$ cat src/rtl/core/scm_pkg.sv
// ----------------------------------------------------------------------------
// scm_pkg
// Shared types, constants and arithmetic helpers of the scalar color map.
// ----------------------------------------------------------------------------
package scm_pkg;

  localparam int unsigned DEF_SAMPLE_WIDTH = 16;
  localparam int unsigned DEF_COLOR_BITS   = 8;
  localparam int unsigned FRAC_BITS        = 16;
  localparam int unsigned ACC_W            = 28;
  localparam int unsigned HUE_W            = 9;
  localparam int unsigned RGB_W            = 24;
  localparam int unsigned CFG_AW           = 3;

  localparam logic [FRAC_BITS:0] ONE_Q16  = 17'h10000;
  localparam logic [FRAC_BITS:0] GREY_Q16 = 17'd59638;
  // ceil(2^27 / 15): hue * 2^16 / 60 as a reciprocal product
  localparam logic [23:0] HUE_RECIP = 24'd8947849;

  typedef logic signed [ACC_W-1:0] acc_t;
  typedef logic [FRAC_BITS:0] q16_t;

  typedef enum logic [2:0] {
    MODE_GREY      = 3'd0,
    MODE_JET       = 3'd1,
    MODE_RAINBOW   = 3'd2,
    MODE_TURBO     = 3'd3,
    MODE_HUE       = 3'd4,
    MODE_DIVERGENT = 3'd5
  } map_mode_e;

  typedef enum logic [CFG_AW-1:0] {
    CFG_MODE       = 3'd0,
    CFG_MIN        = 3'd1,
    CFG_MAX        = 3'd2,
    CFG_MEDIAN     = 3'd3,
    CFG_BASE_HUE   = 3'd4,
    CFG_LOW_COLOR  = 3'd5,
    CFG_HIGH_COLOR = 3'd6
  } cfg_idx_e;

  typedef struct packed {
    map_mode_e mode;
    logic      above;
    logic      byp;
    logic      byp_one;
  } scm_tag_t;

  localparam acc_t TURBO_COEF [3][6] = '{
    '{28'sd8895, 28'sd302474, -28'sd2795787, 28'sd8659343, -28'sd10023233, 28'sd3885392},
    '{28'sd5990, 28'sd143798, 28'sd317389, -28'sd929630, 28'sd280317, 28'sd185438},
    '{28'sd6991, 28'sd828503, -28'sd3970305, 28'sd7232734, -28'sd5891890, 28'sd1792295}
  };

  // product with a Q16 fraction, rounded half away from zero
  function automatic acc_t mul_round(acc_t a, q16_t t);
    logic                       neg;
    logic [ACC_W-1:0]           mag;
    logic [ACC_W+FRAC_BITS:0]   prod;
    logic [ACC_W-1:0]           r;
    neg  = a[ACC_W-1];
    mag  = neg ? ACC_W'(-a) : ACC_W'(a);
    prod = (ACC_W+FRAC_BITS+1)'(mag) * (ACC_W+FRAC_BITS+1)'(t)
           + (ACC_W+FRAC_BITS+1)'(32768);
    r    = prod[ACC_W+FRAC_BITS-1:FRAC_BITS];
    return neg ? -acc_t'(r) : acc_t'(r);
  endfunction

  function automatic acc_t turbo_step(acc_t acc, q16_t t, int unsigned ch, int unsigned j);
    return TURBO_COEF[ch][j] + mul_round(acc, t);
  endfunction

  // HSV sector mix; element 0 is red
  function automatic logic [2:0][FRAC_BITS+1:0] hsv_mix(logic [3:0] sector, q16_t ch,
                                                      q16_t xx, q16_t m);
    logic [FRAC_BITS+1:0] c;
    logic [FRAC_BITS+1:0] x;
    logic [FRAC_BITS+1:0] z;
    logic [2:0][FRAC_BITS+1:0] o;
    c = {1'b0, ch} + {1'b0, m};
    x = {1'b0, xx} + {1'b0, m};
    z = {1'b0, m};
    case (sector)
      4'd0: begin o[0] = c; o[1] = x; o[2] = z; end
      4'd1: begin o[0] = x; o[1] = c; o[2] = z; end
      4'd2: begin o[0] = z; o[1] = c; o[2] = x; end
      4'd3: begin o[0] = z; o[1] = x; o[2] = c; end
      4'd4: begin o[0] = x; o[1] = z; o[2] = c; end
      default: begin o[0] = c; o[1] = z; o[2] = x; end
    endcase
    return o;
  endfunction

endpackage

$ cat src/rtl/core/scm_div.sv
// ----------------------------------------------------------------------------
// scm_div
// Pipelined restoring divider: floor(num * 2^16 / den), one quotient bit
// per stage, for num < den.
// ----------------------------------------------------------------------------
module scm_div import scm_pkg::*; #(
  parameter int unsigned SAMPLE_WIDTH = DEF_SAMPLE_WIDTH
) (
  input  logic                    clk_i,
  input  logic                    rst_ni,
  input  logic                    en_i,
  input  logic                    valid_i,
  input  logic [SAMPLE_WIDTH-1:0] num_i,
  input  logic [SAMPLE_WIDTH-1:0] den_i,
  input  scm_tag_t                tag_i,
  output logic                    valid_o,
  output logic [FRAC_BITS-1:0]    quot_o,
  output scm_tag_t                tag_o
);

  logic [SAMPLE_WIDTH-1:0] rem_q  [FRAC_BITS+1];
  logic [SAMPLE_WIDTH-1:0] den_q  [FRAC_BITS+1];
  logic [FRAC_BITS-1:0]    quot_q [FRAC_BITS+1];
  scm_tag_t                tag_q  [FRAC_BITS+1];
  logic [FRAC_BITS:0]      vld_q;

  always_ff @(posedge clk_i or negedge rst_ni) begin
    if (!rst_ni) begin
      vld_q <= '0;
    end else if (en_i) begin
      vld_q <= {vld_q[FRAC_BITS-1:0], valid_i};
    end
  end

  always_ff @(posedge clk_i) begin
    if (en_i) begin
      rem_q[0]  <= num_i;
      den_q[0]  <= den_i;
      quot_q[0] <= '0;
      tag_q[0]  <= tag_i;
    end
  end

  for (genvar k = 1; k <= FRAC_BITS; k++) begin : g_step
    logic [SAMPLE_WIDTH:0] sh;
    logic [SAMPLE_WIDTH:0] diff;
    logic                  ge;
    assign sh   = {rem_q[k-1], 1'b0};
    assign diff = sh - {1'b0, den_q[k-1]};
    assign ge   = sh >= {1'b0, den_q[k-1]};
    always_ff @(posedge clk_i) begin
      if (en_i) begin
        rem_q[k]  <= ge ? diff[SAMPLE_WIDTH-1:0] : sh[SAMPLE_WIDTH-1:0];
        den_q[k]  <= den_q[k-1];
        quot_q[k] <= {quot_q[k-1][FRAC_BITS-2:0], ge};
        tag_q[k]  <= tag_q[k-1];
      end
    end
  end

  assign valid_o = vld_q[FRAC_BITS];
  assign quot_o  = quot_q[FRAC_BITS];
  assign tag_o   = tag_q[FRAC_BITS];

endmodule

$ cat config.mk
export PLATFORM = sky130hd
export DESIGN_NAME = scm_div
export DESIGN_NICKNAME = d
export VERILOG_FILES = /design/src/rtl/core/scm_pkg.sv /design/src/rtl/core/scm_div.sv
export SDC_FILE = /design/constraint.sdc
export NUM_CORES = 1
export LEC_CHECK = 0
export BUFFER_PORTS_ARGS = -buffer_cell sky130_fd_sc_hd__buf_2
export CAP_MARGIN = 30
export CORE_MARGIN = 1
export CORE_UTILIZATION = 52
export CTS_BUF_LIST = sky130_fd_sc_hd__clkbuf_16
export CTS_CLUSTER_SIZE = 14
export DETAILED_ROUTE_END_ITERATION = 6
export MAX_ROUTING_LAYER = met4
export PLACE_DENSITY = 0.7
export SLEW_MARGIN = 0
export SYNTH_ARGS = -nofsm -noshare
export SYNTH_HDL_FRONTEND = slang
export SYNTH_SLANG_ARGS = --single-unit
$ cat constraint.sdc
create_clock -name clk_i -period 3.5 [get_ports clk_i]
set_input_delay 0.175 -clock clk_i [delete_from_list [all_inputs] [get_ports clk_i]]
set_output_delay 0.175 -clock clk_i [all_outputs]
set_load 0.02 [all_outputs]
==> flow_metrics.env, run 1 <==
export IMPL_status="completed"
export IMPL_insertion_delay_ns=0.62
export IMPL_skew_ns=0.0235
export IMPL_synthTopCellsByArea="edfxtp_1 59%, ha_1 8.4%, mux2_2 4.4%, inv_1 3.2%, xnor2_1 2.6%"
export IMPL_synth_top_area_cell="edfxtp_1"
export IMPL_path_delay_family="compound AO/OA/AOI/OAI gates"
export IMPL_drive_gt1_share_pct=13.3
export IMPL_setup_tns_ns=0
export IMPL_yosysSeqAreaShare_pct=60.2
export IMPL_wl_mm=70.6
export IMPL_seq_power_share_pct=37.9
export IMPL_avgSynthCellArea_um2=13.1
export IMPL_reg2reg_slack_ns=0.20
export IMPL_setup_violations=0
export IMPL_maxCapViolations=0
export IMPL_ant_nets=0
export IMPL_worstSetupPathType="flip-flop to flip-flop"
export IMPL_critPathMostFrequentCell="a21oi_1"
export IMPL_max_slew_margin_rel_pct=34.5
export IMPL_synthFlopType="edfxtp_1"
export IMPL_arrival_ns=3.67
export IMPL_regArea_um2=22900
export IMPL_nets=3405
export IMPL_clkPwrFrac_pct=22.2
export IMPL_synth_cell_types=86
export IMPL_crit_chain="inv_1 > ha_1 > nor2b_1 > o31ai_1 > a21oi_1 > a2111oi_0 > o21bai_1 > a21oi_1 > a21o_1 > buf_12 > mux2_2"
export IMPL_r2r_cells=11
export IMPL_crit_path_max_incr_delay_ns=0.43
export IMPL_crit_reg2reg_launch="den_q[0][81]"
export IMPL_via_per_inst=5.58
export IMPL_cts_sinks=767
export IMPL_p_int_w=0.0251
export IMPL_endpoint_kind="flip-flop"
export IMPL_final_util_pct=59.4
export IMPL_synthTopCellsByCount="750 x edfxtp_1, 320 x inv_1, 255 x ha_1"
export IMPL_fillerInstances=5466
export IMPL_synth_most_common_cell="edfxtp_1"
export IMPL_fin_cells=4109
export IMPL_hold_class="primary input to flip-flop"
export IMPL_syn_area_um2=38100
export IMPL_die_area_um2=74300
export IMPL_combPwrFrac_pct=40.0
export IMPL_track_usage_pct=19.9
export IMPL_antenna_found_initial=2
export IMPL_start_util_pct=52.9
export IMPL_via_count=22900
export IMPL_gp_congestion=0.956
export IMPL_grt_max_degree=105
export IMPL_startpoint="den_q[0][81]"
export IMPL_yosys_warnings=0
export IMPL_leakagePower_nw=17.1
export IMPL_ys_ff_latch=767
export IMPL_hold_viol=0
export IMPL_placed_cells=3917
export IMPL_crit_end="rem_q[0][99]"
export IMPL_drt_iter0_drc=1501
export IMPL_synth_edf_count=750
export IMPL_root_buffer="clkbuf_16"
export IMPL_fp_row_count=98
export IMPL_yosys_area_top_type_share_pct=59.1
export IMPL_cts_tree="built"
export IMPL_multiInputGateArea_um2=13800
export IMPL_p_switching_w=0.0126
export IMPL_rsz0062_at_grt="no"
export IMPL_clk_pin_slew_ns=0.06
export IMPL_grt_pass1_wl_mm=116
export IMPL_worst_path_stages=11
export IMPL_r2r_end="rem_q[0][99]"
export IMPL_pin_count=65
export IMPL_post_place_ws_ns=0.221
export IMPL_critPathBufInv=2
export IMPL_portBuffers=64
export IMPL_cp_start_kind="flip-flop"
export IMPL_finalCritPeriodShare_pct=94.3
export IMPL_grt_ovfl_total=0
export IMPL_drc=0
export IMPL_cp_required_ns=3.87
export IMPL_max_clock_freq_mhz=303
export IMPL_finalMaxSlewViolations=0
export IMPL_syn_inst=2911
export IMPL_die_x_um=273
export IMPL_coreArea_um2=72000
export IMPL_cts_setup_buffers=0
export IMPL_min_period_ns=3.30
export IMPL_hpwl_mm=50.3
export IMPL_powerDensity_nw_per_um2=882
export IMPL_setup_ws_ns=0.200
export IMPL_grt_pass1_vias=23300
export IMPL_cts_made_buffers=83
export IMPL_synthArstFlopShare_pct=2.22
export IMPL_ir_drop_mv=0.692
export IMPL_tightest_slew_ns=0.983
export IMPL_p_sw_share_pct=33.5
export IMPL_die_y_um=273
export IMPL_cts_max_level=3
export IMPL_cp_slowest_cell="edfxtp_1"
export IMPL_wl_per_cell_um=17.2
export IMPL_path_max_fanout=16
export IMPL_syn_num_nets=3223
export IMPL_clk_path_buf_depth=3
export IMPL_firstDrtPassIters=6
export IMPL_synthToLayoutAreaGrowth_pct=12.3
[final cells by class]
class / instances / area share [%]
clock buffers: 84 / 4.91
multi-input cells: 1788 / 32.2
inverters: 322 / 2.83
clock inverters: 65 / 1.21
well taps: 950 / 2.78
diodes: 2 / 0.0117
flip-flops and latches: 767 / 53.6
repair buffers: 131 / 2.42
[metal layers]
layer | track usage, % | vias to the layer above | share of wire (%)
met1 | 23.9 | 11000 | 43
li1 | - | 11100 | -
met2 | 33.8 | 609 | 50
met5 | - | - | 0
met4 | 7.39 | 0 | 3.4
met3 | 3.05 | 203 | 4.6
[flip-flops by register name, indices dropped and copies added, names as in the netlist]
register,count
quot_q,136
tag_q,102
den_q,256
rem_q,256
vld_q,17
[cell usage in the layout, fill, tap and decap left out, types with 20 or more instances in the layout]
cell / netlist / final
buf_2: 13 / 63
edfxtp_1: 750 / 750
ha_1: 255 / 255
xnor2_1: 114 / 114
xor2_1: 43 / 43
clkinv_1: 0 / 20
o21ai_0: 128 / 127
a21oi_1: 129 / 129
nand2_1: 159 / 159
a211oi_1: 28 / 28
nor3_1: 61 / 61
nand4_1: 38 / 38
o31ai_1: 23 / 22
mux2_2: 150 / 150
and2_1: 22 / 22
inv_1: 320 / 332
nor2b_1: 50 / 50
nand3_1: 36 / 36
a21o_1: 54 / 54
dlygate4sd3_1: 0 / 41
nand2b_1: 30 / 30
o21a_1: 33 / 33
clkbuf_16: 0 / 84
nor2_1: 137 / 137
[logic make-up after synthesis]
logic type / share of synthesized area (%)
flops: 60.2
xor+xnor: 3.61
fa+ha+maj: 9.16
simple gates: 8.04
buf+inv: 3.65
compound gates: 9.86
mux: 5.44
[how the worst min path moves through the flow]
stage / start / end / slack, ns / depth (start not counted)
2_1_floorplan: rst_ni / vld_q[0] / -0.12 / 0
3_3_place_gp: rst_ni / vld_q[16] / 0.11 / 1
3_5_place_dp: rst_ni / vld_q[16] / 0.12 / 1
4_1_cts: en_i / tag_q[0][3] / 0.03 / 1
5_1_grt: en_i / tag_q[0][3] / 0.06 / 1
6_report: en_i / tag_q[0][3] / 0.04 / 1
[repair_timing]
item / CTS / global route
hold endpoints to repair: 56 / 0
endpoints found under the setup margin: 0 / 3
gates resized for setup: 0 / 1
hold buffers: 41 / 0
[power by group through the flow]
stage	registers [W]	clock network, W	logic (W)
after floorplan	0.0139	0	0.0117
after global placement	0.0144	0	0.0142
after detailed placement	0.0144	0	0.0148
after CTS	0.0143	0.00860	0.0150
after global routing	0.0145	0.00894	0.0167
final	0.0143	0.00837	0.0151
[stage by stage]
stage               hold WS, ns  total power [W]  instance area, µm²
detailed placement        0.116           0.0292               39700
floorplan                -0.121           0.0257               38100
global placement          0.106           0.0286               39700
global route             0.0557           0.0401               42800
finish                   0.0414           0.0377               42800
CTS                      0.0350           0.0378               42800
Note: power is estimated with default switching activity, not from simulation.
==> inputs of run 2 (changes only) <==
ABC_AREA = 1   (was unset)
==> run 2 against run 1 <==
  * Worst setup slack improved by 0.83 ns
  * Sequential share of layout area fell by 5.7 points
  * Synthesized cell count rose by 64%
  * Critical path type unchanged
  * Routed wire length rose by 40%
  * Clock power rose by 12%
  * Critical path depth rose by 1
  * Final cell count rose by 48%
==> flow_metrics.env, run 2 <==
export IMPL_status="completed"
export IMPL_ant_nets=0
export IMPL_synthTopCellsByArea="edfxtp_1 52%, nand2_1 15%, ha_1 7.4%, inv_1 7.4%, nand3_1 3.3%"
export IMPL_placed_cells=5871
export IMPL_fillerInstances=7144
export IMPL_insertedDiodeCount=0
export IMPL_finalCritPeriodShare_pct=70.5
export IMPL_die_x_um=290
export IMPL_yosysSeqAreaShare_pct=53.3
export IMPL_hold_slack_ns=0.230
export IMPL_synthTopCellsByCount="1711 x nand2_1, 844 x inv_1, 750 x edfxtp_1"
export IMPL_cp_start_kind="flip-flop"
export IMPL_cts_tree="built"
export IMPL_syn_area_um2=43100
export IMPL_finalMaxSlewViolations=0
export IMPL_drc=0
export IMPL_grt_ovfl_total=0
export IMPL_setup_tns_ns=0
export IMPL_die_y_um=290
export IMPL_insertion_delay_ns=0.65
export IMPL_nets=5239
export IMPL_wl_per_cell_um=16.3
export IMPL_grt_max_degree=116
export IMPL_fp_row_count=105
export IMPL_powerDensity_nw_per_um2=823
export IMPL_synthFlopType="edfxtp_1"
export IMPL_antenna_found_initial=0
export IMPL_max_slew_margin_rel_pct=49.4
export IMPL_yosys_warnings=0
export IMPL_via_per_inst=5.07
export IMPL_avgSynthCellArea_um2=9.02
export IMPL_post_place_ws_ns=1.04
export IMPL_hpwl_mm=74.1
export IMPL_rsz0062_at_grt="no"
export IMPL_via_count=30800
export IMPL_clk_path_buf_depth=3
export IMPL_skew_ns=0.0232
export IMPL_synth_cell_types=38
export IMPL_synthArstFlopShare_pct=2.22
export IMPL_grt_pass1_wl_mm=157
export IMPL_hold_class="primary input to flip-flop"
export IMPL_ir_drop_mv=0.451
export IMPL_min_period_ns=2.47
export IMPL_gp_congestion=0.959
export IMPL_yosys_area_top_type_share_pct=52.3
export IMPL_final_common_cell="nand2_1"
export IMPL_cp_required_ns=3.86
export IMPL_fin_area_um2=47900
export IMPL_max_clock_freq_mhz=405
export IMPL_root_buffer="clkbuf_16"
export IMPL_tightest_slew_ns=0.757
export IMPL_path_max_fanout=17
export IMPL_synth_edf_count=750
export IMPL_grt_pass1_vias=29400
export IMPL_drive_gt1_share_pct=7.15
export IMPL_start_util_pct=52.5
export IMPL_placed_area_um2=44500
export IMPL_hold_viol=0
export IMPL_arrival_ns=2.83
export IMPL_drt_iter0_drc=2520
export IMPL_syn_inst=4775
export IMPL_setup_ws_ns=1.03
export IMPL_fin_cells=6065
export IMPL_endpoint_kind="flip-flop"
export IMPL_wl_mm=98.7
export IMPL_setup_violations=0
export IMPL_cts_made_buffers=82
export IMPL_cts_setup_buffers=0
export IMPL_worstSetupPathType="flip-flop to flip-flop"
export IMPL_mostFrequentLayoutCells="1711 x nand2_1, 863 x inv_1, 750 x edfxtp_1"
export IMPL_firstDrtPassIters=7
export IMPL_synth_most_common_cell="nand2_1"
export IMPL_synth_top_area_cell="edfxtp_1"
export IMPL_syn_num_nets=5087
export IMPL_clk_pin_slew_ns=0.06
export IMPL_track_usage_pct=24.6
export IMPL_maxCapViolations=0
export IMPL_pin_count=65
export IMPL_cts_max_level=3
export IMPL_synthToLayoutAreaGrowth_pct=11.2
export IMPL_leakagePower_nw=23.0
export IMPL_portBuffers=64
export IMPL_reg_largest_list="den_q: 256 flops, rem_q: 256 flops, quot_q: 136 flops"
export IMPL_cts_sinks=767
export IMPL_coreArea_um2=82000
export IMPL_ys_ff_latch=767
export IMPL_die_area_um2=84000
==> run 2: area by class of cell <==
type / count / area [µm²] / share of cell area [%]
clock buffer: 83 / 2080 / 4.34
clock inverter: 69 / 848 / 1.77
inverter: 860 / 3260 / 6.81
multi-input combinational: 3097 / 16400 / 34.3
sequential: 767 / 22900 / 47.9
tap: 1070 / 1340 / 2.80
timing repair buffer: 119 / 973 / 2.03
==> run 2: per-layer routing <==
metal | GRT usage [%] | share of wire, % | routed length [µm] | vias up
met5 | - | 0 | 0 | -
met4 | 7.54 | 2.7 | 2620 | 0
met3 | 2.71 | 5.0 | 4940 | 162
met2 | 40.5 | 48 | 47000 | 791
met1 | 31.9 | 45 | 44100 | 14100
li1 | - | - | - | 15700
==> run 2: stage by stage <==
stage,power [W],utilization (%)
2_1_floorplan,0.0258,-
3_3_place_gp,0.0299,54.3
3_5_place_dp,0.0300,54.3
4_1_cts,0.0395,58.4
5_1_grt,0.0424,58.4
6_report,0.0394,58.4
==> run 2: cell families after synthesis <==
| logic type | Yosys count | share of synthesized area, % |
|---|---|---|
| buffers and inverters | 911 | 8.56 |
| xor gates and xnor gates | 103 | 2.09 |
| muxes | 1 | 0.0261 |
| and+or+nand+nor | 2537 | 25.7 |
| adders and majority gates | 270 | 8.11 |
| DFF | 767 | 53.3 |
| AOI/OAI and AO/OA | 186 | 2.19 |
==> run 2: timing repair <==
item / in CTS / in global routing
hold buffers: 42 / 0
gates resized for setup: 0 / 0
hold endpoints to repair: 86 / 0
==> run 2: worst max-delay path: stages (launching register included) <==
cell and delay, ns:
edfxtp_1 0.40, inv_1 0.07, ha_1 0.35, nand2_1 0.14, inv_1 0.06, nand2_1 0.06, nand2_1 0.08, nand2_1 0.07
nand2_1 0.08, nor2_4 0.41, nand2_4 0.25, nand3_2 0.12, nand2_1 0.10
==> run 2: final timing paths <==
path,from,to,slack [ns],cells past startpoint
worst min register to register,tag_q[0][74],tag_q[0][80],0.41,0
max in group asynchronous,rst_ni,vld_q[3],2.35,3
worst min-delay path,den_i[1],den_q[0][1],0.23,2
worst max-delay path,den_q[0][75],rem_q[0][93],1.03,12
min in group asynchronous,rst_ni,vld_q[1],0.67,3
worst max register to register,den_q[0][75],rem_q[0][93],1.03,12
==> run 2: power by group <==
group / total [W] / internal [W] / switching (W)
combinational: 0.0159 / 0.00544 / 0.0105
clock: 0.00935 / 0.00569 / 0.00366
sequential: 0.0141 / 0.0128 / 0.00134
